[src/rtl/delimited_token_lexer_top_macros.svh]
// assertion macros for the delimited token lexer
// used by modules that carry concurrent checks; needs clk_i and rst_ni in scope
`ifndef DELIMITED_TOKEN_LEXER_TOP_MACROS_SVH
`define DELIMITED_TOKEN_LEXER_TOP_MACROS_SVH

`ifndef SYNTHESIS

`define DTL_ASSERT(lbl, prop, msg) \
  lbl: assert property (@(posedge clk_i) disable iff (!rst_ni) (prop)) else $error(msg);

`define DTL_ASSERT_NEVER(lbl, expr, msg) \
  lbl: assert property (@(posedge clk_i) disable iff (!rst_ni) !(expr)) else $error(msg);

`else

`define DTL_ASSERT(lbl, prop, msg)

`define DTL_ASSERT_NEVER(lbl, expr, msg)

`endif

`endif

[src/rtl/dtl_pkg.sv]
// shared types, codes and character constants of the delimited token lexer
// no dependencies
package dtl_pkg;

  localparam int unsigned MaxIdentCharsDefault = 8;
  localparam int unsigned QueueDepthDefault    = 4;
  localparam int unsigned IdentBytes           = 8;
  localparam int unsigned Radix                = 10;

  localparam logic [7:0]  CharNul   = 8'h00;
  localparam logic [7:0]  CharNl    = 8'h0A;
  localparam logic [7:0]  CharSpace = 8'h20;
  localparam logic [7:0]  CharPlus  = 8'h2B;
  localparam logic [7:0]  CharZero  = 8'h30;
  localparam logic [7:0]  CharNine  = 8'h39;
  localparam logic [7:0]  CharEq    = 8'h3D;
  localparam logic [7:0]  CharUpA   = 8'h41;
  localparam logic [7:0]  CharUpZ   = 8'h5A;
  localparam logic [7:0]  CharUnder = 8'h5F;
  localparam logic [7:0]  CharLoA   = 8'h61;
  localparam logic [7:0]  CharLoZ   = 8'h7A;
  localparam logic [63:0] EchoWord  = 64'h0000_0000_6F68_6365;

  typedef enum logic [2:0] {
    KindNumber = 3'd0,
    KindIdent  = 3'd1,
    KindEcho   = 3'd2,
    KindPlus   = 3'd3,
    KindEquals = 3'd4,
    KindEndOk  = 3'd5,
    KindError  = 3'd6
  } token_kind_e;

  typedef enum logic [2:0] {
    ErrNone      = 3'd0,
    ErrBadChar   = 3'd1,
    ErrMalformed = 3'd2,
    ErrNoTokens  = 3'd3,
    ErrTooLong   = 3'd4
  } error_code_e;

  typedef struct packed {
    token_kind_e token_kind;
    error_code_e error_code;
    logic [31:0] number_value;
    logic [63:0] ident_text;
    logic [3:0]  ident_length;
    logic        last_of_run;
  } dtl_result_t;

  // one queue entry: results caused by one byte
  typedef struct packed {
    logic        has_tok;
    dtl_result_t tok;
    logic        has_end;
    token_kind_e end_kind;
    error_code_e end_code;
  } dtl_entry_t;

  typedef struct packed {
    logic full;
    logic empty;
  } dtl_q_stat_t;

endpackage

[src/rtl/dtl_if.sv]
// valid/ready channel interfaces for text bytes and tokens
// depends on dtl_pkg
interface dtl_byte_if;
  logic       valid;
  logic       ready;
  logic [7:0] text_byte;

  modport source (output valid, output text_byte, input ready);
  modport sink (input valid, input text_byte, output ready);
endinterface

interface dtl_token_if;
  import dtl_pkg::*;
  token_kind_e token_kind;
  error_code_e error_code;
  logic        valid;
  logic        ready;
  logic [31:0] number_value;
  logic [63:0] ident_text;
  logic [3:0]  ident_length;
  logic        last_of_run;

  modport source (output valid, output token_kind, output error_code, output number_value,
                  output ident_text, output ident_length, output last_of_run, input ready);
  modport sink (input valid, input token_kind, input error_code, input number_value,
                input ident_text, input ident_length, input last_of_run, output ready);
endinterface

[src/rtl/dtl_front.sv]
// front end: accepts text bytes, builds the lexeme and classifies it
// depends on dtl_pkg and dtl_if; pushes per-byte entries into the queue
module dtl_front #(
  parameter int unsigned MaxIdentChars = dtl_pkg::MaxIdentCharsDefault
) (
  input  logic                clk_i,
  input  logic                rst_ni,
  dtl_byte_if.sink            in_i,
  input  dtl_pkg::dtl_q_stat_t q_stat_i,
  output logic                push_o,
  output dtl_pkg::dtl_entry_t push_entry_o
);
  import dtl_pkg::*;

  localparam logic [3:0] MaxLen = 4'(MaxIdentChars);

  logic [3:0]  len_q, len_d;
  logic        all_dig_q, all_dig_d;
  logic        id_ok_q, id_ok_d;
  logic [7:0]  first_q, first_d;
  logic [31:0] acc_q, acc_d;
  logic [63:0] chars_q, chars_d;
  logic        any_q, any_d;
  logic        hold_q, hold_d;

  logic        accept;
  logic [7:0]  b;
  logic        is_nul, is_delim, is_dig, is_alp, is_sym;
  dtl_result_t tok;
  logic        tok_ok;

  assign in_i.ready = !q_stat_i.full;
  assign accept     = in_i.valid && in_i.ready;
  assign b          = in_i.text_byte;

  assign is_nul   = (b == CharNul);
  assign is_delim = (b == CharSpace) || (b == CharNl);
  assign is_dig   = (b >= CharZero) && (b <= CharNine);
  assign is_alp   = ((b >= CharLoA) && (b <= CharLoZ)) || ((b >= CharUpA) && (b <= CharUpZ)) ||
                    (b == CharUnder);
  assign is_sym   = (b == CharPlus) || (b == CharEq);

  // classify the pending lexeme
  always_comb begin
    tok              = '0;
    tok.token_kind   = KindError;
    tok.error_code   = ErrNone;
    tok_ok           = 1'b1;
    if (all_dig_q) begin
      tok.token_kind   = KindNumber;
      tok.number_value = acc_q;
    end else if (id_ok_q) begin
      if (len_q > MaxLen) begin
        tok.token_kind   = KindIdent;
        tok.error_code   = ErrTooLong;
        tok.ident_text   = chars_q;
        tok.ident_length = MaxLen;
      end else if ((len_q == 4'd4) && (chars_q == EchoWord)) begin
        tok.token_kind = KindEcho;
      end else begin
        tok.token_kind   = KindIdent;
        tok.ident_text   = chars_q;
        tok.ident_length = len_q;
      end
    end else if ((len_q == 4'd1) && (first_q == CharPlus)) begin
      tok.token_kind = KindPlus;
    end else if ((len_q == 4'd1) && (first_q == CharEq)) begin
      tok.token_kind = KindEquals;
    end else begin
      tok.token_kind = KindError;
      tok.error_code = ErrMalformed;
      tok_ok         = 1'b0;
    end
    tok.last_of_run = !is_nul;
  end

  always_comb begin
    len_d        = len_q;
    all_dig_d    = all_dig_q;
    id_ok_d      = id_ok_q;
    first_d      = first_q;
    acc_d        = acc_q;
    chars_d      = chars_q;
    any_d        = any_q;
    hold_d       = hold_q;
    push_o       = 1'b0;
    push_entry_o = '0;
    push_entry_o.tok      = tok;
    push_entry_o.end_kind = KindEndOk;
    push_entry_o.end_code = ErrNone;

    if (accept) begin
      if (is_nul) begin
        push_o               = 1'b1;
        push_entry_o.has_tok = !hold_q && (len_q != 4'd0);
        push_entry_o.has_end = 1'b1;
        if (!(any_q || (push_entry_o.has_tok && tok_ok))) begin
          push_entry_o.end_kind = KindError;
          push_entry_o.end_code = ErrNoTokens;
        end
        len_d     = '0;
        all_dig_d = 1'b1;
        id_ok_d   = 1'b1;
        first_d   = '0;
        acc_d     = '0;
        chars_d   = '0;
        any_d     = 1'b0;
        hold_d    = 1'b0;
      end else if (hold_q) begin
        hold_d = 1'b1;
      end else if (is_delim) begin
        if (len_q != 4'd0) begin
          push_o               = 1'b1;
          push_entry_o.has_tok = 1'b1;
          any_d     = any_q || tok_ok;
          hold_d    = !tok_ok;
          len_d     = '0;
          all_dig_d = 1'b1;
          id_ok_d   = 1'b1;
          first_d   = '0;
          acc_d     = '0;
          chars_d   = '0;
        end
      end else if (!is_dig && !is_alp && !is_sym) begin
        push_o                      = 1'b1;
        push_entry_o.has_tok        = 1'b1;
        push_entry_o.tok            = '0;
        push_entry_o.tok.token_kind = KindError;
        push_entry_o.tok.error_code = ErrBadChar;
        push_entry_o.tok.last_of_run = 1'b1;
        hold_d    = 1'b1;
        len_d     = '0;
        all_dig_d = 1'b1;
        id_ok_d   = 1'b1;
        first_d   = '0;
        acc_d     = '0;
        chars_d   = '0;
      end else begin
        if (len_q == 4'd0) begin
          first_d = b;
          id_ok_d = is_alp;
        end else begin
          id_ok_d = id_ok_q && (is_alp || is_dig);
        end
        all_dig_d = all_dig_q && is_dig;
        if (is_dig) begin
          acc_d = acc_q * 32'(Radix) + {24'd0, b - CharZero};
        end
        for (int i = 0; i < IdentBytes; i++) begin
          if ((4'(i) == len_q) && (len_q < MaxLen)) begin
            chars_d[i*8 +: 8] = b;
          end
        end
        if (len_q != 4'd15) begin
          len_d = len_q + 4'd1;
        end
      end
    end
  end

  always_ff @(posedge clk_i or negedge rst_ni) begin
    if (!rst_ni) begin
      len_q     <= '0;
      all_dig_q <= 1'b1;
      id_ok_q   <= 1'b1;
      first_q   <= '0;
      acc_q     <= '0;
      chars_q   <= '0;
      any_q     <= 1'b0;
      hold_q    <= 1'b0;
    end else begin
      len_q     <= len_d;
      all_dig_q <= all_dig_d;
      id_ok_q   <= id_ok_d;
      first_q   <= first_d;
      acc_q     <= acc_d;
      chars_q   <= chars_d;
      any_q     <= any_d;
      hold_q    <= hold_d;
    end
  end

endmodule

[src/rtl/dtl_queue.sv]
// short queue of per-byte entries between front and back end
// depends on dtl_pkg and the assertion macro header
module dtl_queue #(
  parameter int unsigned Depth = dtl_pkg::QueueDepthDefault
) (
  input  logic                 clk_i,
  input  logic                 rst_ni,
  input  logic                 push_i,
  input  dtl_pkg::dtl_entry_t  push_entry_i,
  input  logic                 pop_i,
  output dtl_pkg::dtl_entry_t  head_o,
  output dtl_pkg::dtl_q_stat_t stat_o
);
  import dtl_pkg::*;

`include "delimited_token_lexer_top_macros.svh"

  localparam int unsigned PtrW = (Depth > 1) ? $clog2(Depth) : 1;
  localparam int unsigned CntW = $clog2(Depth + 1);
  localparam logic [PtrW-1:0] LastPtr = PtrW'(Depth - 1);
  localparam logic [CntW-1:0] FullCnt = CntW'(Depth);

  dtl_entry_t      mem_q [Depth];
  logic [PtrW-1:0] wr_q, wr_d, rd_q, rd_d;
  logic [CntW-1:0] cnt_q, cnt_d;

  assign stat_o.full  = (cnt_q == FullCnt);
  assign stat_o.empty = (cnt_q == '0);
  assign head_o       = mem_q[rd_q];

  always_comb begin
    wr_d  = wr_q;
    rd_d  = rd_q;
    cnt_d = cnt_q;
    if (push_i) begin
      wr_d = (wr_q == LastPtr) ? '0 : wr_q + PtrW'(1);
    end
    if (pop_i) begin
      rd_d = (rd_q == LastPtr) ? '0 : rd_q + PtrW'(1);
    end
    case ({push_i, pop_i})
      2'b10:   cnt_d = cnt_q + CntW'(1);
      2'b01:   cnt_d = cnt_q - CntW'(1);
      default: cnt_d = cnt_q;
    endcase
  end

  always_ff @(posedge clk_i or negedge rst_ni) begin
    if (!rst_ni) begin
      wr_q  <= '0;
      rd_q  <= '0;
      cnt_q <= '0;
    end else begin
      wr_q  <= wr_d;
      rd_q  <= rd_d;
      cnt_q <= cnt_d;
    end
  end

  always_ff @(posedge clk_i) begin
    if (push_i) begin
      mem_q[wr_q] <= push_entry_i;
    end
  end

  `DTL_ASSERT(a_push_has_room, push_i |-> (cnt_q != FullCnt), "push into full queue")
  `DTL_ASSERT(a_pop_has_data, pop_i |-> (cnt_q != '0), "pop from empty queue")
  `DTL_ASSERT_NEVER(a_cnt_bound, cnt_q > FullCnt, "queue count beyond depth")

endmodule

[src/rtl/dtl_back.sv]
// back end: unpacks queue entries into result beats on the output register
// depends on dtl_pkg and dtl_if
module dtl_back (
  input  logic                 clk_i,
  input  logic                 rst_ni,
  input  dtl_pkg::dtl_entry_t  head_i,
  input  dtl_pkg::dtl_q_stat_t q_stat_i,
  output logic                 pop_o,
  dtl_token_if.source          out_o
);
  import dtl_pkg::*;

  logic        out_vld_q, out_vld_d;
  dtl_result_t out_q, out_d;
  logic        pend_q, pend_d;
  token_kind_e pend_kind_q, pend_kind_d;
  error_code_e pend_code_q, pend_code_d;
  logic        load;
  dtl_result_t end_res;

  assign load = !out_vld_q || out_o.ready;

  always_comb begin
    end_res             = '0;
    end_res.token_kind  = pend_kind_q;
    end_res.error_code  = pend_code_q;
    end_res.last_of_run = 1'b1;

    out_vld_d   = out_vld_q;
    out_d       = out_q;
    pend_d      = pend_q;
    pend_kind_d = pend_kind_q;
    pend_code_d = pend_code_q;
    pop_o       = 1'b0;

    if (load) begin
      if (pend_q) begin
        out_vld_d = 1'b1;
        out_d     = end_res;
        pend_d    = 1'b0;
      end else if (!q_stat_i.empty) begin
        pop_o     = 1'b1;
        out_vld_d = 1'b1;
        if (head_i.has_tok) begin
          out_d       = head_i.tok;
          pend_d      = head_i.has_end;
          pend_kind_d = head_i.end_kind;
          pend_code_d = head_i.end_code;
        end else begin
          out_d             = '0;
          out_d.token_kind  = head_i.end_kind;
          out_d.error_code  = head_i.end_code;
          out_d.last_of_run = 1'b1;
        end
      end else begin
        out_vld_d = 1'b0;
      end
    end
  end

  always_ff @(posedge clk_i or negedge rst_ni) begin
    if (!rst_ni) begin
      out_vld_q <= 1'b0;
      pend_q    <= 1'b0;
    end else begin
      out_vld_q <= out_vld_d;
      pend_q    <= pend_d;
    end
  end

  always_ff @(posedge clk_i) begin
    out_q       <= out_d;
    pend_kind_q <= pend_kind_d;
    pend_code_q <= pend_code_d;
  end

  assign out_o.valid        = out_vld_q;
  assign out_o.token_kind   = out_q.token_kind;
  assign out_o.error_code   = out_q.error_code;
  assign out_o.number_value = out_q.number_value;
  assign out_o.ident_text   = out_q.ident_text;
  assign out_o.ident_length = out_q.ident_length;
  assign out_o.last_of_run  = out_q.last_of_run;

endmodule

[src/rtl/delimited_token_lexer_top.sv]
// Delimited token lexer, top level.
// Input channel in_i carries one text byte per beat; byte 0 ends the text.
// Output channel out_o carries token beats: kind, error code, number value,
// identifier text and length, and last_of_run on the final beat of a byte.
// A byte is taken every cycle while the result queue has room; the front end
// updates the lexeme (one constant multiply-add) in the cycle of acceptance.
// A delimiter, bad byte or end byte writes its entry into the queue at the
// accepting edge; the output register loads it from the queue once that register
// is free and no end beat is pending. An end byte that flushes a
// pending lexeme gives two beats, the token and then the end beat; the output
// side carries one beat per cycle while the receiver is ready.
// Reset clears the lexeme, the error hold, the queue count and the output valid flag;
// no beat is presented until a byte causes one.
// When the receiver stalls, the output beat holds and the queue fills; once
// it holds QueueDepth entries in_i.ready drops until the back end takes an entry.
// Depends on dtl_pkg, dtl_if, dtl_front, dtl_queue and dtl_back.
module delimited_token_lexer_top #(
  parameter int unsigned MaxIdentChars = dtl_pkg::MaxIdentCharsDefault,
  parameter int unsigned QueueDepth    = dtl_pkg::QueueDepthDefault
) (
  input  logic        clk_i,
  input  logic        rst_ni,
  dtl_byte_if.sink    in_i,
  dtl_token_if.source out_o
);
  import dtl_pkg::*;

  logic        push;
  dtl_entry_t  push_entry;
  logic        pop;
  dtl_entry_t  head;
  dtl_q_stat_t q_stat;

  dtl_front #(
    .MaxIdentChars(MaxIdentChars)
  ) u_front (
    .clk_i       (clk_i),
    .rst_ni      (rst_ni),
    .in_i        (in_i),
    .q_stat_i    (q_stat),
    .push_o      (push),
    .push_entry_o(push_entry)
  );

  dtl_queue #(
    .Depth(QueueDepth)
  ) u_queue (
    .clk_i       (clk_i),
    .rst_ni      (rst_ni),
    .push_i      (push),
    .push_entry_i(push_entry),
    .pop_i       (pop),
    .head_o      (head),
    .stat_o      (q_stat)
  );

  dtl_back u_back (
    .clk_i   (clk_i),
    .rst_ni  (rst_ni),
    .head_i  (head),
    .q_stat_i(q_stat),
    .pop_o   (pop),
    .out_o   (out_o)
  );

endmodule

[src/flat_wrapper.sv]
// flat-port wrapper written by rule: the top's interface ports become plain ports
module delimited_token_lexer_top_flat import dtl_pkg::*;
#(
  parameter int unsigned MaxIdentChars = dtl_pkg::MaxIdentCharsDefault,
  parameter int unsigned QueueDepth    = dtl_pkg::QueueDepthDefault
)
  (clk_i, rst_ni, in_i_valid, in_i_text_byte, in_i_ready, out_o_valid, out_o_token_kind, out_o_error_code, out_o_number_value, out_o_ident_text, out_o_ident_length, out_o_last_of_run, out_o_ready);
  dtl_byte_if in_i_i ();
  dtl_token_if out_o_i ();
  input  logic clk_i;
  input  logic rst_ni;
  input wire logic [$bits(in_i_i.valid)-1:0] in_i_valid;
  input wire logic [$bits(in_i_i.text_byte)-1:0] in_i_text_byte;
  output wire logic [$bits(in_i_i.ready)-1:0] in_i_ready;
  output wire logic [$bits(out_o_i.valid)-1:0] out_o_valid;
  output wire logic [$bits(out_o_i.token_kind)-1:0] out_o_token_kind;
  output wire logic [$bits(out_o_i.error_code)-1:0] out_o_error_code;
  output wire logic [$bits(out_o_i.number_value)-1:0] out_o_number_value;
  output wire logic [$bits(out_o_i.ident_text)-1:0] out_o_ident_text;
  output wire logic [$bits(out_o_i.ident_length)-1:0] out_o_ident_length;
  output wire logic [$bits(out_o_i.last_of_run)-1:0] out_o_last_of_run;
  input wire logic [$bits(out_o_i.ready)-1:0] out_o_ready;
  assign in_i_i.valid = in_i_valid;
  assign in_i_i.text_byte = in_i_text_byte;
  assign in_i_ready = in_i_i.ready;
  assign out_o_valid = out_o_i.valid;
  assign out_o_token_kind = out_o_i.token_kind;
  assign out_o_error_code = out_o_i.error_code;
  assign out_o_number_value = out_o_i.number_value;
  assign out_o_ident_text = out_o_i.ident_text;
  assign out_o_ident_length = out_o_i.ident_length;
  assign out_o_last_of_run = out_o_i.last_of_run;
  assign out_o_i.ready = out_o_ready;
  delimited_token_lexer_top #(.MaxIdentChars(MaxIdentChars), .QueueDepth(QueueDepth)) u_core (.clk_i(clk_i), .rst_ni(rst_ni), .in_i(in_i_i), .out_o(out_o_i));
endmodule
[config.mk]
export PLATFORM = sky130hd
export DESIGN_NAME = delimited_token_lexer_top_flat
export DESIGN_NICKNAME = d
export VERILOG_FILES = /design/src/rtl/dtl_pkg.sv /design/src/rtl/dtl_if.sv /design/src/rtl/dtl_front.sv /design/src/rtl/dtl_queue.sv /design/src/rtl/dtl_back.sv /design/src/rtl/delimited_token_lexer_top.sv /design/src/flat_wrapper.sv
export VERILOG_INCLUDE_DIRS = /design/src /design/src/rtl
export SDC_FILE = /design/constraint.sdc
export NUM_CORES = 1
export LEC_CHECK = 0
export BUFFER_PORTS_ARGS = -buffer_cell sky130_fd_sc_hd__buf_4
export CAP_MARGIN = 25
export CELL_PAD_IN_SITES_DETAIL_PLACEMENT = 1
export CELL_PAD_IN_SITES_GLOBAL_PLACEMENT = 1
export CORE_ASPECT_RATIO = 1.4
export CORE_MARGIN = 1.5
export CORE_UTILIZATION = 48
export DETAILED_ROUTE_END_ITERATION = 8
export PLACE_DENSITY_LB_ADDON = 0.2
export SLEW_MARGIN = 20
export SYNTH_ARGS = -nofsm -noshare
export SYNTH_HDL_FRONTEND = slang
export SYNTH_SLANG_ARGS = --single-unit
[constraint.sdc]
create_clock -name clk_i -period 5.1 [get_ports clk_i]
set_input_delay 1.275 -clock clk_i [delete_from_list [all_inputs] [get_ports clk_i]]
set_output_delay 1.275 -clock clk_i [all_outputs]
set_load 0.01 [all_outputs]
==> impl_metrics.ini <==
[sta]
maxSlewViolCount = 0
clock_skew_ns = 0.02229
tns_ns = 0
final.period_utilization_pct = 86.46
relSlewSlack_pct = 33.93
rsz0062_at_grt = false
final-setup-viol-count = 0
worst_pin_slew_ns = 0.9844
hold_viol_final = 0
max_clock_freq_ghz = 0.2268
fin_crit_ns = 4.410
timing.final.ws_setup_ns = 0.6903

[synthesis]
syn_nets = 1941
ys.flop_type = edfxtp_1
netlist_area_mm2 = 0.02901
yosysUniqueCellTypes = 86
synth-edff-count = 553
synthCells = 1849
synth_largest_area_cell = edfxtp_1
synthArstFlopShare_pct = 17.95
ys_ff_latch = 674
syn_area_per_cell_um2 = 15.69
synth_top_area_share_pct = 57.24
synth_seq_area_share_pct = 67.69
yosys_warnings = 0
synthTopCellsByArea = edfxtp_1, dfrtp_1, mux4_2

[grt]
antenna_found_initial = 0
track_usage_pct = 22.79
globalRoute.totalOverflow = 0
grt_pass1_vias = 17889
grt_max_degree = 67
grt_pass1_wl_mm = 107.1

[cells_and_area]
antennaDiodeCount = 0
layout-drive-gt1-share_pct = 21.09
synthToLayoutAreaGrowth_pct = 14.40
fin_nets = 2074
mostFrequentLayoutCells = edfxtp_1, buf_4, dfrtp_1
final_common_cell = edfxtp_1

[die]
initial_utilization_pct = 48.61
design.portCount = 121
rows = 106
core_mm2 = 0.05968
die_area_mm2 = 0.06194
die_y_um = 293.9
die_x_um = 210.8

[route]
first_pass_iters = 5
wl_per_cell_um = 24.79
drc = 0
drtIter0Drc = 887
antenna_left = 0
routed_wl_mm = 69.16
viasPerCell = 5.834
vias = 16277

[cts]
cts.sinks = 674
cts_setup_buffers = 0
cts.htree.levels = 2
cts-root-buf = clkbuf_16
cts_buffers = 60
clk_pin_slew_ns = 0.06
cts.hold.buffers_added = 0
cts_tree = yes
clkLatencyLatePin_ns = 0.61
cts_resized = 0
clock_path_buffers = 3

[pwr]
p_leak_nw = 12.51
power_density_mw_per_mm2 = 455.8
vdd_drop_max_mv = 0.2843

[critical_path]
critPathTopFamily = simple AND/OR/NAND/NOR gates
crit_chain = ha_1 > ha_1 > fa_1 > a21o_1 > a21o_1 > a2111o_1 > a32oi_1 > nand4_1 > nor4_2 > buf_4 > nand4_2 > or4_1 > nand3_1
max_stage_delay_ns = 0.55
cp.required_ns = 5.64
path_buf_inv = 1
cp_max_fo = 7
end_kind = flip-flop
critPathSlowestCell = or4_1
path_class = reg -> reg
worst_setup_path_start_kind = flip-flop
worstPathArrival_ns = 4.95

[placed_design]
post-dp-hpwl_mm = 46.04
pre_cts_ws_ns = 0.3220
port_buffers = 120
place.gp.congestion = 0.8304

[run]
cap_violations = 0

[hold_path]
hp-class = reg -> reg

[status]
status = complete, no violations
==> cell usage after synthesis, types with 14 or more instances <==
cell type / count
edfxtp_1: 553
dfrtp_1: 119
nand2_1: 116
mux4_2: 111
nor2b_1: 107
and2_1: 102
o21ai_0: 81
ha_1: 77
clkbuf_1: 66
nor2_1: 53
a21oi_1: 48
inv_1: 38
and3_1: 32
mux2_2: 29
xnor2_1: 26
xor2_1: 19
nand3_1: 18
a21o_1: 17
nor3_1: 16
nand4_1: 14
==> flip-flops by register name, indices dropped and copies added, names as in the netlist <==
signal / count
u_core.u_front.len_q: 4
u_core.u_front.hold_q: 1
u_core.u_back.pend_q: 1
u_core.u_back.pend_code_q: 1
u_core.u_back.out_o.valid: 1
u_core.u_front.all_dig_q: 1
u_core.u_back.out_o.token_kind: 3
u_core.u_back.pend_kind_q: 1
u_core.u_back.out_o.ident_text: 64
u_core.u_front.acc_q: 32
u_core.u_back.out_o.error_code: 3
u_core.u_queue.wr_q: 2
u_core.u_queue.rd_q: 2
u_core.u_front.chars_q: 64
u_core.u_back.out_o.last_of_run: 1
u_core.u_front.id_ok_q: 1
u_core.u_queue.cnt_q: 3
u_core.u_back.out_o.ident_length: 4
u_core.u_queue.mem_q: 444
u_core.u_back.out_o.number_value: 32
u_core.u_front.first_q: 8
u_core.u_front.any_q: 1
==> kinds of logic (layout without fill, tap and decap cells) <==
family / after synthesis / in the layout / synth area share (%)
mux: 142 / 142 / 9.812
fa+ha+maj: 80 / 80 / 3.528
buf+inv: 124 / 309 / 1.721
flops: 674 / 674 / 67.69
compound gates: 243 / 243 / 5.352
simple gates: 541 / 541 / 10.54
xor+xnor: 45 / 45 / 1.359
==> worst paths after layout <==
path	start	end	cells after the start	slack [ns]
worst max-delay path	u_core.u_front.acc_q[1]	u_core.u_front.acc_q[31]	13	0.69
worst min-delay path	u_core.u_front.first_q[3]	u_core.u_front.first_q[3]	2	0.49
worst max register to register	u_core.u_front.acc_q[1]	u_core.u_front.acc_q[31]	13	0.69
worst min register to register	u_core.u_front.first_q[3]	u_core.u_front.first_q[3]	2	0.49
max in group asynchronous	rst_ni	u_core.u_front.chars_q[47]	2	3.42
min in group asynchronous	rst_ni	u_core.u_front.acc_q[25]	1	0.80
==> worst reg2reg max path: stages (launching register included) <==
cell	delay [ns]
dfrtp_1	0.46
ha_1	0.32
ha_1	0.23
fa_1	0.47
a21o_1	0.22
a21o_1	0.21
a2111o_1	0.39
a32oi_1	0.46
nand4_1	0.34
nor4_2	0.24
buf_4	0.18
nand4_2	0.23
or4_1	0.55
nand3_1	0.08
==> layout make-up <==
| cell class | count | area (um2) |
|---|---|---|
| fillers | 5561 | 26490 |
| flip-flops and latches | 674 | 19640 |
| multi-input cells | 1051 | 8919 |
| clock buffers | 87 | 1755 |
| repair buffers | 157 | 1381 |
| well taps | 756 | 945.9 |
| clock inverters | 27 | 400.4 |
| inverters | 38 | 142.6 |
==> per-stage QoR <==
| step | std cells | util, % | hold slack [ns] | total power, mW | cell area [um2] |
|---|---|---|---|---|---|
| 2_1_floorplan | 1849 | - | 0.4461 | 9.016 | 29020 |
| 3_3_place_gp | 2674 | 51.90 | 0.4619 | 10.32 | 30980 |
| 3_5_place_dp | 2675 | 51.95 | 0.4730 | 10.43 | 31000 |
| 4_1_cts | 2789 | 55.56 | 0.4906 | 15.32 | 33160 |
| 5_1_grt | 2790 | 55.61 | 0.5136 | 15.74 | 33190 |
| 6_report | 2790 | 55.61 | 0.4906 | 15.13 | 33190 |
==> report_power, final <==
group	total, mW	internal (mW)	switching (mW)
sequential	6.97	6.59	0.379
clock	4.87	2.89	1.98
combinational	3.28	1.57	1.71
==> layer usage <==
layer	share of wire [%]	GRT usage, %	vias up
met2	56	43.43	271
met5	0	0	-
met4	2.8	6.864	0
met1	39	26.76	8558
met3	2.9	2.465	105
li1	-	-	7343
Note: power is estimated with default switching activity, not from simulation.
